[src/hw/rtl/pnn_pkg.sv]
// ----------------------------------------------------------------------------
// pnn_pkg
// Shared types, character codes and the country-code prefix table for the
// phone number normalizer.
// ----------------------------------------------------------------------------
package pnn_pkg;

  localparam int MAX_DIGITS_DEF = 15;
  localparam int OUT_DIGITS     = 15;
  localparam int CC_BCD_W       = 12;
  localparam int CC_LEN_W       = 2;
  localparam int CFG_IDX_W      = 1;

  localparam logic [CFG_IDX_W-1:0] CFG_DEFAULT_CC_BCD = 1'd0;
  localparam logic [CFG_IDX_W-1:0] CFG_DEFAULT_CC_LEN = 1'd1;

  localparam logic [CC_BCD_W-1:0] DEFAULT_CC_BCD_RST = 12'h033;
  localparam logic [CC_LEN_W-1:0] DEFAULT_CC_LEN_RST = 2'd2;

  localparam logic [7:0] CH_SPACE  = 8'h20;
  localparam logic [7:0] CH_LPAREN = 8'h28;
  localparam logic [7:0] CH_RPAREN = 8'h29;
  localparam logic [7:0] CH_PLUS   = 8'h2B;
  localparam logic [7:0] CH_DASH   = 8'h2D;
  localparam logic [7:0] CH_DOT    = 8'h2E;
  localparam logic [7:0] CH_ZERO   = 8'h30;
  localparam logic [7:0] CH_NINE   = 8'h39;

  // code group length saturates here
  localparam logic [2:0] GRP_LEN_MAX = 3'd4;
  localparam logic [1:0] PLUS_MAX    = 2'd2;
  // country code whose national part may not start with zero
  localparam logic [3:0] FR_CC_HI = 4'd3;
  localparam logic [3:0] FR_CC_LO = 4'd3;
  localparam int         MIN_NATIONAL = 3;

  typedef enum logic [2:0] {
    PH_START,
    PH_PAREN_PRE,
    PH_PAREN_CODE,
    PH_INTL_PRE,
    PH_INTL_BLANK,
    PH_INTL_CODE,
    PH_REST
  } phase_e;

  typedef enum logic [2:0] {
    ST_OK         = 3'd0,
    ST_BAD_NUMBER = 3'd1,
    ST_BAD_CHAR   = 3'd2,
    ST_INCOMPLETE = 3'd3,
    ST_BAD_CODE   = 3'd4
  } status_e;

  typedef struct packed {
    phase_e      phase;
    logic [2:0]  grp_len;
    logic [1:0]  plus_cnt;
    logic        use_dflt;
    status_e     err;
  } parse_ctl_t;

  localparam parse_ctl_t CTL_RST = '{PH_START, 3'd0, 2'd0, 1'b0, ST_OK};

  typedef struct packed {
    status_e    st;
    logic [1:0] len;
  } lookup_t;

  // prefix table: n is the number of digits on hand, up to three
  function automatic lookup_t code_lookup(input logic [3:0] a, input logic [3:0] b,
                                          input logic [1:0] n);
    lookup_t r;
    logic    two;
    r.st  = ST_OK;
    r.len = 2'd0;
    two   = 1'b0;
    if (n == 2'd0) begin
      r.st = ST_INCOMPLETE;
    end else if (a > 4'd9) begin
      r.st = ST_BAD_CHAR;
    end else if (a == 4'd0) begin
      r.st = ST_BAD_CODE;
    end else if (a == 4'd1 || a == 4'd7) begin
      r.len = 2'd1;
    end else if (n < 2'd2) begin
      r.st = ST_INCOMPLETE;
    end else if (b > 4'd9) begin
      r.st = ST_BAD_CHAR;
    end else begin
      unique case (a)
        4'd2:    two = (b == 4'd0 || b == 4'd7);
        4'd3:    two = (b <= 4'd4 || b == 4'd6 || b == 4'd9);
        4'd4:    two = (b != 4'd2);
        4'd5:    two = (b >= 4'd1 && b <= 4'd8);
        4'd6:    two = (b <= 4'd6);
        4'd8:    two = (b == 4'd1 || b == 4'd2 || b == 4'd4 || b == 4'd6);
        4'd9:    two = (b <= 4'd5 || b == 4'd8);
        default: two = 1'b0;
      endcase
      if (two) begin
        r.len = 2'd2;
      end else if (n < 2'd3) begin
        r.st = ST_INCOMPLETE;
      end else begin
        r.len = 2'd3;
      end
    end
    return r;
  endfunction

endpackage

[src/hw/rtl/pnn_finish.sv]
// ----------------------------------------------------------------------------
// pnn_finish
// End-of-number check: resolves the country code, checks the lengths and
// assembles the E.164 digit string from the parse state.
// ----------------------------------------------------------------------------
module pnn_finish #(
  parameter int MAX_DIGITS = pnn_pkg::MAX_DIGITS_DEF,
  localparam int DEPTH = MAX_DIGITS + 1,
  localparam int CW    = $clog2(MAX_DIGITS + 2)
) (
  input  pnn_pkg::parse_ctl_t              ctl_i,
  input  logic [CW-1:0]                    cnt_i,
  input  logic [4*DEPTH-1:0]               store_i,
  input  logic [pnn_pkg::CC_BCD_W-1:0]     dflt_bcd_i,
  input  logic [pnn_pkg::CC_LEN_W-1:0]     dflt_len_i,
  output pnn_pkg::status_e                 status_o,
  output logic [1:0]                       cc_digits_o,
  output logic [3:0]                       digit_count_o,
  output logic [4*pnn_pkg::OUT_DIGITS-1:0] digits_bcd_o
);

  localparam int TW    = CW + 1;
  localparam int SEQ_W = 4 * DEPTH + 12;
  localparam int OUT_W = 4 * pnn_pkg::OUT_DIGITS;

  logic [3:0]        cc0, cc1, cc2;
  logic [1:0]        avail;
  logic              bare;
  logic [2:0]        glen_cap;
  pnn_pkg::lookup_t  lk;
  logic [2:0]        clen_cmp;
  logic [1:0]        nstart;
  logic [TW-1:0]     nlen, total;
  logic [3:0]        nat_first;
  logic [SEQ_W-1:0]  seq1, seq2, seq3, seq;

  assign bare = (ctl_i.phase != pnn_pkg::PH_REST);

  // code digits and how many of them are on hand
  always_comb begin
    cc0      = 4'd0;
    cc1      = 4'd0;
    cc2      = 4'd0;
    glen_cap = 3'd0;
    if (ctl_i.use_dflt) begin
      avail = dflt_len_i;
      unique case (dflt_len_i)
        2'd1: cc0 = dflt_bcd_i[3:0];
        2'd2: begin
          cc0 = dflt_bcd_i[7:4];
          cc1 = dflt_bcd_i[3:0];
        end
        2'd3: begin
          cc0 = dflt_bcd_i[11:8];
          cc1 = dflt_bcd_i[7:4];
          cc2 = dflt_bcd_i[3:0];
        end
        default: ;
      endcase
    end else begin
      if (bare) begin
        glen_cap = (cnt_i >= CW'(3)) ? 3'd3 : 3'(cnt_i);
      end else begin
        glen_cap = (ctl_i.grp_len >= 3'd3) ? 3'd3 : ctl_i.grp_len;
      end
      avail = glen_cap[1:0];
      if (avail >= 2'd1) cc0 = store_i[3:0];
      if (avail >= 2'd2) cc1 = store_i[7:4];
      if (avail == 2'd3) cc2 = store_i[11:8];
    end
  end

  assign lk = pnn_pkg::code_lookup(cc0, cc1, avail);

  always_comb begin
    if (ctl_i.use_dflt) begin
      clen_cmp = {1'b0, dflt_len_i};
    end else if (bare) begin
      clen_cmp = {1'b0, lk.len};
    end else begin
      clen_cmp = ctl_i.grp_len;
    end
  end

  assign nstart = ctl_i.use_dflt ? 2'd0 : lk.len;
  assign nlen   = {1'b0, cnt_i} - TW'(nstart);
  assign total  = nlen + TW'(lk.len);

  always_comb begin
    unique case (nstart)
      2'd0:    nat_first = store_i[3:0];
      2'd1:    nat_first = store_i[7:4];
      2'd2:    nat_first = store_i[11:8];
      default: nat_first = store_i[15:12];
    endcase
  end

  // digit sequence, first digit in the low nibble
  assign seq1 = SEQ_W'({store_i, cc0});
  assign seq2 = SEQ_W'({store_i, cc1, cc0});
  assign seq3 = {store_i, cc2, cc1, cc0};

  always_comb begin
    if (ctl_i.use_dflt) begin
      unique case (lk.len)
        2'd1:    seq = seq1;
        2'd2:    seq = seq2;
        2'd3:    seq = seq3;
        default: seq = SEQ_W'(store_i);
      endcase
    end else begin
      seq = SEQ_W'(store_i);
    end
  end

  always_comb begin
    status_o      = pnn_pkg::ST_OK;
    cc_digits_o   = 2'd0;
    digit_count_o = 4'd0;
    digits_bcd_o  = '0;
    priority if (ctl_i.err != pnn_pkg::ST_OK) begin
      status_o = ctl_i.err;
    end else if (ctl_i.phase == pnn_pkg::PH_START || ctl_i.phase == pnn_pkg::PH_PAREN_PRE ||
                 ctl_i.phase == pnn_pkg::PH_PAREN_CODE) begin
      status_o = pnn_pkg::ST_INCOMPLETE;
    end else if (lk.st != pnn_pkg::ST_OK) begin
      status_o = lk.st;
    end else if ({1'b0, lk.len} != clen_cmp) begin
      status_o = pnn_pkg::ST_BAD_CODE;
    end else if (nlen < TW'(pnn_pkg::MIN_NATIONAL)) begin
      status_o = pnn_pkg::ST_BAD_NUMBER;
    end else if (total > TW'(MAX_DIGITS)) begin
      status_o = pnn_pkg::ST_BAD_NUMBER;
    end else if (lk.len == 2'd2 && cc0 == pnn_pkg::FR_CC_HI && cc1 == pnn_pkg::FR_CC_LO &&
                 nat_first == 4'd0) begin
      status_o = pnn_pkg::ST_BAD_NUMBER;
    end else begin
      cc_digits_o   = lk.len;
      digit_count_o = (total > TW'(pnn_pkg::OUT_DIGITS)) ? 4'd15 : total[3:0];
      for (int k = 0; k < pnn_pkg::OUT_DIGITS; k++) begin
        if (TW'(k) < total) begin
          digits_bcd_o[OUT_W-4-4*k +: 4] = seq[4*k +: 4];
        end
      end
    end
  end

endmodule

[src/hw/rtl/phone_number_normalizer.sv]
// ----------------------------------------------------------------------------
// phone_number_normalizer
// Character stream in, one E.164 result or error per number out.
//
//   channel   dir  beat contents
//   s_axis    in   tdata[7:0] char_code, tlast is_last
//   m_axis    out  tdata: status, cc_digits, digit_count, digits_bcd
//   cfg       in   index 0 default_cc_bcd, index 1 default_cc_len
//
// One character per cycle while s_axis_tready is high. Each character is held in
// the input register, where the parser updates its state; when the last character
// advances, the final check runs in the same cycle and the result register is
// loaded. s_axis_tready only drops when a last character waits behind a result
// that is not yet taken. Reset returns the parser to the start of a number and
// loads the default country code 33.
// ----------------------------------------------------------------------------
module phone_number_normalizer #(
  parameter int MAX_DIGITS = pnn_pkg::MAX_DIGITS_DEF
) (
  input  logic                              clk_i,
  input  logic                              rst_ni,
  input  logic                              s_axis_tvalid,
  output logic                              s_axis_tready,
  input  logic [7:0]                        s_axis_tdata,   // [7:0] char_code
  input  logic                              s_axis_tlast,
  output logic                              m_axis_tvalid,
  input  logic                              m_axis_tready,
  // [2:0] status, [4:3] cc_digits, [8:5] digit_count, [68:9] digits_bcd
  output logic [71:0]                       m_axis_tdata,
  input  logic                              cfg_we_i,
  input  logic [pnn_pkg::CFG_IDX_W-1:0]     cfg_idx_i,
  input  logic [pnn_pkg::CC_BCD_W-1:0]      cfg_wdata_i
);

  localparam int DEPTH = MAX_DIGITS + 1;
  localparam int CW    = $clog2(MAX_DIGITS + 2);
  localparam int IW    = $clog2(DEPTH);

  logic [pnn_pkg::CC_BCD_W-1:0] dflt_bcd_q;
  logic [pnn_pkg::CC_LEN_W-1:0] dflt_len_q;

  logic       in_vld_q, in_vld_d;
  logic [7:0] in_char_q;
  logic       in_last_q;
  logic       adv;

  pnn_pkg::parse_ctl_t ctl_q, ctl_d, ctl_nxt;
  logic [CW-1:0]       cnt_q, cnt_d, cnt_nxt;
  logic [4*DEPTH-1:0]  store_q, store_d;

  logic   is_dig, is_sep, push, push_code, done;
  pnn_pkg::phase_e ph;

  pnn_pkg::status_e                 fin_status;
  logic [1:0]                       fin_cc;
  logic [3:0]                       fin_cnt;
  logic [4*pnn_pkg::OUT_DIGITS-1:0] fin_bcd;

  logic        out_vld_q, out_vld_d;
  logic [71:0] out_data_q;

  // configuration registers
  always_ff @(posedge clk_i or negedge rst_ni) begin
    if (!rst_ni) begin
      dflt_bcd_q <= pnn_pkg::DEFAULT_CC_BCD_RST;
      dflt_len_q <= pnn_pkg::DEFAULT_CC_LEN_RST;
    end else if (cfg_we_i) begin
      if (cfg_idx_i == pnn_pkg::CFG_DEFAULT_CC_BCD) begin
        dflt_bcd_q <= cfg_wdata_i;
      end
      if (cfg_idx_i == pnn_pkg::CFG_DEFAULT_CC_LEN) begin
        dflt_len_q <= cfg_wdata_i[pnn_pkg::CC_LEN_W-1:0];
      end
    end
  end

  // input register advances unless a last beat is blocked by the result
  assign adv           = in_vld_q && (!in_last_q || !out_vld_q || m_axis_tready);
  assign s_axis_tready = !in_vld_q || adv;
  assign in_vld_d      = s_axis_tready ? s_axis_tvalid : in_vld_q;

  always_ff @(posedge clk_i or negedge rst_ni) begin
    if (!rst_ni) begin
      in_vld_q <= 1'b0;
    end else begin
      in_vld_q <= in_vld_d;
    end
  end

  always_ff @(posedge clk_i) begin
    if (s_axis_tvalid && s_axis_tready) begin
      in_char_q <= s_axis_tdata;
      in_last_q <= s_axis_tlast;
    end
  end

  assign is_dig = (in_char_q >= pnn_pkg::CH_ZERO) && (in_char_q <= pnn_pkg::CH_NINE);
  assign is_sep = (in_char_q == pnn_pkg::CH_SPACE) || (in_char_q == pnn_pkg::CH_DASH) ||
                  (in_char_q == pnn_pkg::CH_DOT);

  // per-character parser; phases fall through within one character
  always_comb begin
    ctl_nxt   = ctl_q;
    ph        = ctl_q.phase;
    push      = 1'b0;
    push_code = 1'b0;
    done      = 1'b0;
    if (ctl_q.err == pnn_pkg::ST_OK) begin
      if (ph == pnn_pkg::PH_START) begin
        if (in_char_q == pnn_pkg::CH_LPAREN) begin
          ph   = pnn_pkg::PH_PAREN_PRE;
          done = 1'b1;
        end else if (in_char_q == pnn_pkg::CH_ZERO) begin
          ctl_nxt.use_dflt = 1'b1;
          ph               = pnn_pkg::PH_REST;
          done             = 1'b1;
        end else begin
          ph = pnn_pkg::PH_INTL_PRE;
        end
      end
      if (!done && ph == pnn_pkg::PH_PAREN_PRE) begin
        if (ctl_nxt.plus_cnt == 2'd0 && in_char_q == pnn_pkg::CH_SPACE) begin
          done = 1'b1;
        end else if (in_char_q == pnn_pkg::CH_PLUS && ctl_nxt.plus_cnt < pnn_pkg::PLUS_MAX) begin
          ctl_nxt.plus_cnt = ctl_nxt.plus_cnt + 2'd1;
          if (ctl_nxt.plus_cnt == pnn_pkg::PLUS_MAX) ph = pnn_pkg::PH_PAREN_CODE;
          done = 1'b1;
        end else begin
          ph = pnn_pkg::PH_PAREN_CODE;
        end
      end
      if (!done && ph == pnn_pkg::PH_PAREN_CODE) begin
        done = 1'b1;
        if (in_char_q == pnn_pkg::CH_RPAREN) begin
          ph = pnn_pkg::PH_REST;
        end else if (is_dig) begin
          push_code = 1'b1;
        end else if (in_char_q != pnn_pkg::CH_SPACE) begin
          ctl_nxt.err = pnn_pkg::ST_BAD_CHAR;
        end
      end
      if (!done && ph == pnn_pkg::PH_INTL_PRE) begin
        if (in_char_q == pnn_pkg::CH_PLUS && ctl_nxt.plus_cnt < pnn_pkg::PLUS_MAX) begin
          ctl_nxt.plus_cnt = ctl_nxt.plus_cnt + 2'd1;
          if (ctl_nxt.plus_cnt == pnn_pkg::PLUS_MAX) ph = pnn_pkg::PH_INTL_BLANK;
          done = 1'b1;
        end else begin
          ph = pnn_pkg::PH_INTL_BLANK;
        end
      end
      if (!done && ph == pnn_pkg::PH_INTL_BLANK) begin
        if (in_char_q == pnn_pkg::CH_SPACE) begin
          done = 1'b1;
        end else begin
          ph = pnn_pkg::PH_INTL_CODE;
        end
      end
      if (!done && ph == pnn_pkg::PH_INTL_CODE) begin
        done = 1'b1;
        if (is_sep) begin
          ph = pnn_pkg::PH_REST;
        end else if (is_dig) begin
          push_code = 1'b1;
        end else begin
          ctl_nxt.err = pnn_pkg::ST_BAD_CHAR;
        end
      end
      if (!done && ph == pnn_pkg::PH_REST) begin
        if (is_dig) begin
          push = 1'b1;
        end else if (!is_sep) begin
          ctl_nxt.err = pnn_pkg::ST_BAD_CHAR;
        end
      end
      ctl_nxt.phase = ph;
    end
    if (push_code && ctl_q.grp_len < pnn_pkg::GRP_LEN_MAX) begin
      ctl_nxt.grp_len = ctl_q.grp_len + 3'd1;
    end
  end

  // digit store write, count saturates one past the limit
  always_comb begin
    cnt_nxt = cnt_q;
    store_d = store_q;
    if ((push || push_code) && cnt_q < CW'(DEPTH)) begin
      store_d[4*cnt_q[IW-1:0] +: 4] = in_char_q[3:0];
      cnt_nxt                       = cnt_q + CW'(1);
    end
  end

  pnn_finish #(
    .MAX_DIGITS (MAX_DIGITS)
  ) u_finish (
    .ctl_i         (ctl_nxt),
    .cnt_i         (cnt_nxt),
    .store_i       (store_d),
    .dflt_bcd_i    (dflt_bcd_q),
    .dflt_len_i    (dflt_len_q),
    .status_o      (fin_status),
    .cc_digits_o   (fin_cc),
    .digit_count_o (fin_cnt),
    .digits_bcd_o  (fin_bcd)
  );

  // parse state returns to start after the last character
  always_comb begin
    ctl_d = ctl_q;
    cnt_d = cnt_q;
    if (adv) begin
      if (in_last_q) begin
        ctl_d = pnn_pkg::CTL_RST;
        cnt_d = '0;
      end else begin
        ctl_d = ctl_nxt;
        cnt_d = cnt_nxt;
      end
    end
  end

  always_ff @(posedge clk_i or negedge rst_ni) begin
    if (!rst_ni) begin
      ctl_q <= pnn_pkg::CTL_RST;
      cnt_q <= '0;
    end else begin
      ctl_q <= ctl_d;
      cnt_q <= cnt_d;
    end
  end

  always_ff @(posedge clk_i) begin
    if (adv) begin
      store_q <= store_d;
    end
  end

  // result register
  always_comb begin
    if (adv && in_last_q) begin
      out_vld_d = 1'b1;
    end else if (m_axis_tready) begin
      out_vld_d = 1'b0;
    end else begin
      out_vld_d = out_vld_q;
    end
  end

  always_ff @(posedge clk_i or negedge rst_ni) begin
    if (!rst_ni) begin
      out_vld_q <= 1'b0;
    end else begin
      out_vld_q <= out_vld_d;
    end
  end

  always_ff @(posedge clk_i) begin
    if (adv && in_last_q) begin
      out_data_q <= {3'b000, fin_bcd, fin_cnt, fin_cc, fin_status};
    end
  end

  assign m_axis_tvalid = out_vld_q;
  assign m_axis_tdata  = out_data_q;

  // an error result carries no digits
  a_err_no_digits : assert property (@(posedge clk_i) disable iff (!rst_ni)
    (m_axis_tvalid && m_axis_tdata[2:0] != pnn_pkg::ST_OK) |->
      (m_axis_tdata[68:3] == '0))
    else $error("error result carries digits");

  // a good result has a code and at least three national digits
  a_ok_lengths : assert property (@(posedge clk_i) disable iff (!rst_ni)
    (m_axis_tvalid && m_axis_tdata[2:0] == pnn_pkg::ST_OK) |->
      (m_axis_tdata[4:3] != 2'd0 && m_axis_tdata[8:5] >= {2'b00, m_axis_tdata[4:3]} + 4'd3))
    else $error("good result with bad lengths");

  // the first bad character sticks until the number ends
  a_err_sticky : assert property (@(posedge clk_i) disable iff (!rst_ni)
    (ctl_q.err != pnn_pkg::ST_OK && !(adv && in_last_q)) |=> (ctl_q.err == $past(ctl_q.err)))
    else $error("sticky error lost");

  a_cnt_range : assert property (@(posedge clk_i) disable iff (!rst_ni)
    cnt_q <= CW'(DEPTH))
    else $error("digit count past saturation");

endmodule

[config.mk]
export PLATFORM = sky130hd
export DESIGN_NAME = phone_number_normalizer
export DESIGN_NICKNAME = d
export VERILOG_FILES = /design/src/hw/rtl/pnn_pkg.sv /design/src/hw/rtl/pnn_finish.sv /design/src/hw/rtl/phone_number_normalizer.sv
export SDC_FILE = /design/constraint.sdc
export NUM_CORES = 1
export LEC_CHECK = 0
export BUFFER_PORTS_ARGS = -buffer_cell sky130_fd_sc_hd__buf_2
export CELL_PAD_IN_SITES_DETAIL_PLACEMENT = 1
export CELL_PAD_IN_SITES_GLOBAL_PLACEMENT = 2
export CORE_MARGIN = 8
export CORE_UTILIZATION = 41
export DETAILED_ROUTE_END_ITERATION = 6
export GPL_TIMING_DRIVEN = 0
export HOLD_SLACK_MARGIN = 0.15
export PLACE_DENSITY = 0.95
export SYNTH_ARGS = -nofsm -noshare
export SYNTH_HDL_FRONTEND = slang
export SYNTH_SLANG_ARGS = --single-unit
[constraint.sdc]
create_clock -name clk_i -period 16.3 [get_ports clk_i]
set_input_delay 1.63 -clock clk_i [delete_from_list [all_inputs] [get_ports clk_i]]
set_output_delay 1.63 -clock clk_i [all_outputs]
set_load 0.02 [all_outputs]
==> results of run 1 <==
[through the flow]
step	utilization, %	setup slack (ps)
after detailed placement	45.0	5110
after global routing	47.3	4040
after floorplan	-	8200
after CTS	47.3	5050
after global placement	44.9	5360
final	47.3	4780
[logic make-up after synthesis]
kind of cell	after synthesis	synth area share, %
muxes	48	4.62
xor gates and xnor gates	19	1.49
DFF	171	44.6
other	1	0.0336
and+or+nand+nor	445	19.1
adders and majority gates	13	1.59
buffers and inverters	137	4.99
AOI/OAI and AO/OA	377	23.6
[report_power, final]
group / switching (mW) / internal (mW)
logic: 0.421 / 0.177
registers: 0.0155 / 0.510
clock network: 0.209 / 0.207
total: 0.645 / 0.895
[worst max-delay path by stage]
| stage | start | to | cells after the start |
|---|---|---|---|
| 3_3_place_gp | cnt_q[0] | m_axis_tdata[26] | 37 |
| 3_5_place_dp | cnt_q[0] | m_axis_tdata[26] | 37 |
| 5_1_grt | cnt_q[0] | m_axis_tdata[40] | 37 |
| 2_1_floorplan | in_char_q[7] | m_axis_tdata[37] | 36 |
| 6_report | cnt_q[0] | m_axis_tdata[26] | 36 |
| 4_1_cts | cnt_q[0] | m_axis_tdata[26] | 37 |
[flip-flops by register name, summed over array words and instances (netlist names)]
name	flops
m_axis_tdata	69
in_vld_q	1
cnt_q	5
in_char_q	8
m_axis_tvalid	1
in_last_q	1
ctl_q	12
dflt_len_q	2
dflt_bcd_q	12
store_q	60
[worst reg2reg max path: cells and delay by family, from the launching register on]
family                     cells  cell delay [ps]
adders and majority gates      4             1610
DFF                            1              420
xor gates and xnor gates       2              960
and+or+nand+nor               13             2930
AOI/OAI and AO/OA              9             2930
buffers and inverters          8             2480
[layer usage]
metal  part of all wire [%]  vias up  global-route usage [%]
met5                      0        -                       0
met4                    3.4        0                    9.64
met3                    7.1      108                    3.89
met2                     48      456                    42.0
met1                     42     5276                    31.9
li1                       -     4787                       -
[Yosys cell counts, drive strengths merged, types with 10 or more instances]
cell type / number
a221oi: 22
o22ai: 11
o21ai: 117
a2111oi: 15
ha: 11
o221ai: 21
xnor2: 12
mux2: 22
mux2i: 26
edfxtp: 138
dfrtp: 28
nand2b: 12
clkbuf: 58
nor2: 127
inv: 57
a21oi: 65
nor3: 37
and3: 14
nand2: 139
nor2b: 12
nand4: 10
nor4: 10
nand3: 33
buf: 21
a211oi: 37
or2: 10
[cell usage in the layout (no fill, tap or decap), types with 28 or more instances in the layout]
cell type / count
nand3_1: 33
inv_1: 54
edfxtp_1: 138
a211oi_1: 37
nor3_1: 34
nand2_1: 137
dfrtp_1: 28
a21oi_1: 65
nor2_1: 126
clkbuf_1: 58
buf_2: 107
o21ai_0: 106
[area by class of cell]
type                            count  area, sq um
Multi-Input combinational cell    905         5630
Inverter                           58          221
Buffer                             79          339
Fill cell                        3153        14200
Clock inverter                     15          174
Tap cell                          341          427
Timing Repair Buffer               98          505
Sequential cell                   171         4980
Clock buffer                       17          425
==> impl_metrics.json, run 1 <==
{
  "outcome": "complete, no violations",
  "io_pins": 101,
  "synth_area_leaders": "edfxtp_1 (37%), dfrtp_1 (6.3%), o21ai_0 (4.8%), nand2_1 (4.6%), nor2_1 (4.2%)",
  "finalHoldViolCount": 0,
  "gp_congestion": 0.945,
  "worst-setup-path-type": "flop to flop",
  "beginning_of_the_worst_register_to_register_path": "cnt_q[0]",
  "layout-area-overhead-vs-synth_pct": 13.8,
  "max_cap_violations": 0,
  "power_per_cell_area_nw_per_um2": 121,
  "globalRouteTotalUtil_pct": 25.0,
  "postSynth.asyncResetShare_pct": 19.3,
  "tightestPinTransition_ps": 1230,
  "grt_pass1_wl_mm": 64.0,
  "skew_ps": 22.6,
  "worst-path-buf-inv": 8,
  "minimum_clock_period_after_layout_ps": 11520,
  "drt.antenna.violating_nets": 0,
  "route.detailed.drc": 0,
  "insertedDiodeCount": 0,
  "drtIter0Drc": 1052,
  "cts_tree": "built",
  "rsz0062_at_grt": "false",
  "final_design_area_no_fill_sq_um": 12700,
  "slew-limit-headroom_pct": 17.4,
  "detailed_place.area_sq_um": 12100,
  "fin_total_pwr_mw": 1.54,
  "period_share_pct": 70.7,
  "finalNetCount": 1370,
  "htree_num_levels": 4,
  "yosysSeqAreaShare_pct": 44.6,
  "min_to": "dflt_bcd_q[8]",
  "synth.ff_latch_count": 171,
  "synth-main-ff-cell": "edfxtp_1",
  "synth_top_cell_area_share_pct": 37.1,
  "timing.final.max_slew_violations": 0,
  "max_freq_mhz": 86.8,
  "initial_utilization_pct": 41.5,
  "sum_of_negative_setup_slack_ps": 0,
  "path_depth_of_the_worst_reg2reg_path": 36,
  "cts.repair.resized": 0,
  "hold-worst-slack_ps": 508,
  "maximum_fanout_encountered_on_the_critical_timing_path": 10,
  "clock-sinks": 171,
  "synth_edf_count": 138,
  "synth_cell_types": 94,
  "slowest_stage": "xnor2_1",
  "viasPerCell": 6.31,
  "holdCritStartpoint": "dflt_bcd_q[8]",
  "critical_path.reg2reg.endpoint": "m_axis_tdata[26]",
  "globalRoute.totalOverflow": 0,
  "place.detailed.instances": 1652,
  "finalWirelength_mm": 41.5,
  "post_synthesis_cell_type_with_the_largest_combined_area": "edfxtp_1",
  "post_cts_buffers": 0,
  "core_area_sq_um": 26900,
  "design.die.area_sq_um": 32800,
  "grt_max_degree": 75,
  "grt_pass1_vias": 10911,
  "path_delay_family": "simple AND/OR/NAND/NOR gates",
  "syn-mean-instance-area_sq_um": 9.21,
  "cp.required_ps": 16530,
  "tritoncts.num_buffers": 17,
  "synth_area_sq_um": 11200,
  "layoutNonFillerInstCount": 1684,
  "peakVddDrop_uv": 56.4,
  "firstDrtPassIters": 5,
  "detailed_route_wire_length_per_cell_microns": 24.6,
  "setup_violations": 0,
  "min-delay-path-class": "flop to flop",
  "regToRegSetupSlack_ps": 4780,
  "post_synth_inst_count": 1211,
  "worst_skew_pair.late_latency_ps": 440,
  "clock_path_buffers": 2,
  "floorplan.die.width_microns": 181,
  "dp.final_hpwl_mm": 31.7,
  "arrival_ps": 11740,
  "cts.root.buffer_cell": "clkbuf_16",
  "drive_above_1_share_pct": 15.9,
  "holdBufCountCts": 0,
  "leakage_nw": 4.75,
  "num_rows": 60,
  "antenna_found_initial": 0,
  "die_height_microns": 181,
  "path_clk_slew_ps": 80,
  "routed_vias": 10627,
  "hold_depth": 1,
  "portBuffers": 97,
  "worst_setup_path_start_kind": "flop",
  "ys_warn_count": 0,
  "worstSetupEndpointType": "flop",
  "cpPeakStageDelay_ps": 810
}
(Power assumes the default switching activity.)
==> inputs of run 2 (changes only) <==
- CORE_UTILIZATION: 41 -> 38
- PLACE_DENSITY: 0.95 -> 0.92
- clock period: 16.3 -> 10.65 ns (I/O delays scaled with it)
==> run 2 against run 1 <==
The flow now finishes with violations (DRC). Register-to-register slack got worse by 4100 ps. Largest power group unchanged. Sequential power up 53%. Global-route usage down 1.7 points. Total power grew 54%. Count of clock-buffer cells in the layout did not move. Worst setup slack got worse by 4100 ps. Via count rose by 0.82%. Highest routed layer unchanged. Wire length rose by 0.60%. Critical path depth down 2. Die area is 7.2% higher.
==> impl_metrics.json, run 2 (synthesized netlist as in run 1, its figures left out) <==
{
  "drt.antenna.violating_nets": 0,
  "slowest_stage": "clkbuf_1",
  "path_delay_family": "simple AND/OR/NAND/NOR gates",
  "drtIter0Drc": 1257,
  "antenna_found_initial": 0,
  "arrival_ps": 10210,
  "route.detailed.drc": 6,
  "floorplan.die.width_microns": 187,
  "finalWirelength_mm": 41.8,
  "initial_utilization_pct": 38.8,
  "io_pins": 101,
  "grt_pass1_vias": 11001,
  "globalRouteTotalUtil_pct": 23.3,
  "num_rows": 62,
  "clock-sinks": 171,
  "design.die.area_sq_um": 35100,
  "minimum_clock_period_after_layout_ps": 9950,
  "outcome": "complete, but fails checks",
  "tritoncts.num_buffers": 17,
  "insertedDiodeCount": 0,
  "cp_common_cell": "nor2_1",
  "min-delay-path-class": "flop to flop",
  "setup_violations": 0,
  "worst-setup-path-type": "flop to flop",
  "period_share_pct": 93.5,
  "clock_path_buffers": 2,
  "sum_of_negative_setup_slack_ps": 0,
  "peakVddDrop_uv": 105,
  "core_area_sq_um": 28800,
  "dp.final_hpwl_mm": 31.6,
  "gp_congestion": 0.931,
  "cts_tree": "built",
  "layout_commonest_cell": "edfxtp_1",
  "drive_above_1_share_pct": 16.9,
  "path_clk_slew_ps": 90,
  "grt_pass1_wl_mm": 64.6,
  "finalHoldViolCount": 0,
  "detailed_route_wire_length_per_cell_microns": 24.2,
  "slew-limit-headroom_pct": 23.3,
  "timing.final.max_slew_violations": 0,
  "firstDrtPassIters": 7,
  "worst_setup_path_start_kind": "flop",
  "layout-area-overhead-vs-synth_pct": 15.0,
  "routed_vias": 10714,
  "worst_skew_pair.late_latency_ps": 450,
  "skew_ps": 21.3,
  "max_cap_violations": 0,
  "finalNetCount": 1370,
  "globalRoute.totalOverflow": 0,
  "cp.required_ps": 10900,
  "tightestPinTransition_ps": 1140,
  "htree_num_levels": 4,
  "cpPeakStageDelay_ps": 630,
  "grt_max_degree": 75,
  "rsz0062_at_grt": "false",
  "failed_checks": "DRC",
  "worstSetupEndpointType": "flop",
  "leakage_nw": 4.80,
  "largest_reg_flops": 69,
  "worst-path-buf-inv": 7,
  "power_per_cell_area_nw_per_um2": 185,
  "commonest_cells_after_routing_fill_and_taps_aside": "edfxtp_1 (138), nand2_1 (137), nor2_1 (126)",
  "die_height_microns": 187,
  "portBuffers": 97,
  "cts.root.buffer_cell": "clkbuf_16",
  "maximum_fanout_encountered_on_the_critical_timing_path": 10,
  "viasPerCell": 6.20,
  "fin_total_pwr_mw": 2.37,
  "max_freq_mhz": 100
}
==> run 2: path summary, 6_finish.rpt <==
| kind | from | end | slack, ps | cells after the start |
|---|---|---|---|---|
| min | dflt_bcd_q[8] | dflt_bcd_q[8] | 510 | 1 |
| max reg2reg | in_char_q[7] | m_axis_tdata[26] | 700 | 34 |
| max | in_char_q[7] | m_axis_tdata[26] | 700 | 34 |
| min in group asynchronous | rst_ni | dflt_bcd_q[2] | 700 | 1 |
| min reg2reg | dflt_bcd_q[8] | dflt_bcd_q[8] | 510 | 1 |
| max in group asynchronous | rst_ni | cnt_q[1] | 9400 | 1 |
==> run 2: layout make-up <==
type	instances	area, sq um
Tap cell	384	480
Fill cell	3374	16000
Clock buffer	17	425
Timing Repair Buffer	101	528
Sequential cell	171	4980
Clock inverter	15	174
Buffer	76	330
Inverter	58	221
Multi-Input combinational cell	905	5690
==> run 2: per-stage QoR <==
| stage | area (sq um) | hold WS, ps | util (%) | instances | setup WS [ps] |
|---|---|---|---|---|---|
| finish | 12800 | 509 | 44.6 | 1727 | 696 |
| global route | 12800 | 555 | 44.6 | 1727 | 264 |
| CTS | 12800 | 514 | 44.4 | 1727 | 183 |
| detailed placement | 12200 | 495 | 42.2 | 1695 | -575 |
| global placement | 12100 | 488 | 42.2 | 1694 | -254 |
| floorplan | 11200 | 475 | - | 1213 | 2550 |
==> run 2: repair_timing <==
action                                  CTS  global route
cloned                                    0             0
endpoints found under the setup margin   66            66
resized for setup                         7             7
buffers inserted                          0             3
hold buffers                              0             0
pin swaps                                 0             2
==> run 2: power by group <==
part           switching [mW]  internal [mW]  leakage (nW)
Clock                   0.328          0.318         0.290
Sequential             0.0256          0.781          1.75
Combinational           0.642          0.274          2.75
Total                   0.996           1.37          4.80
==> run 2: layer usage <==
layer | wire length, microns | global-route usage [%]
met2 | 20000 | 39.2
met3 | 2660 | 3.84
met1 | 17600 | 29.4
met5 | 0 | 0
met4 | 1470 | 9.04
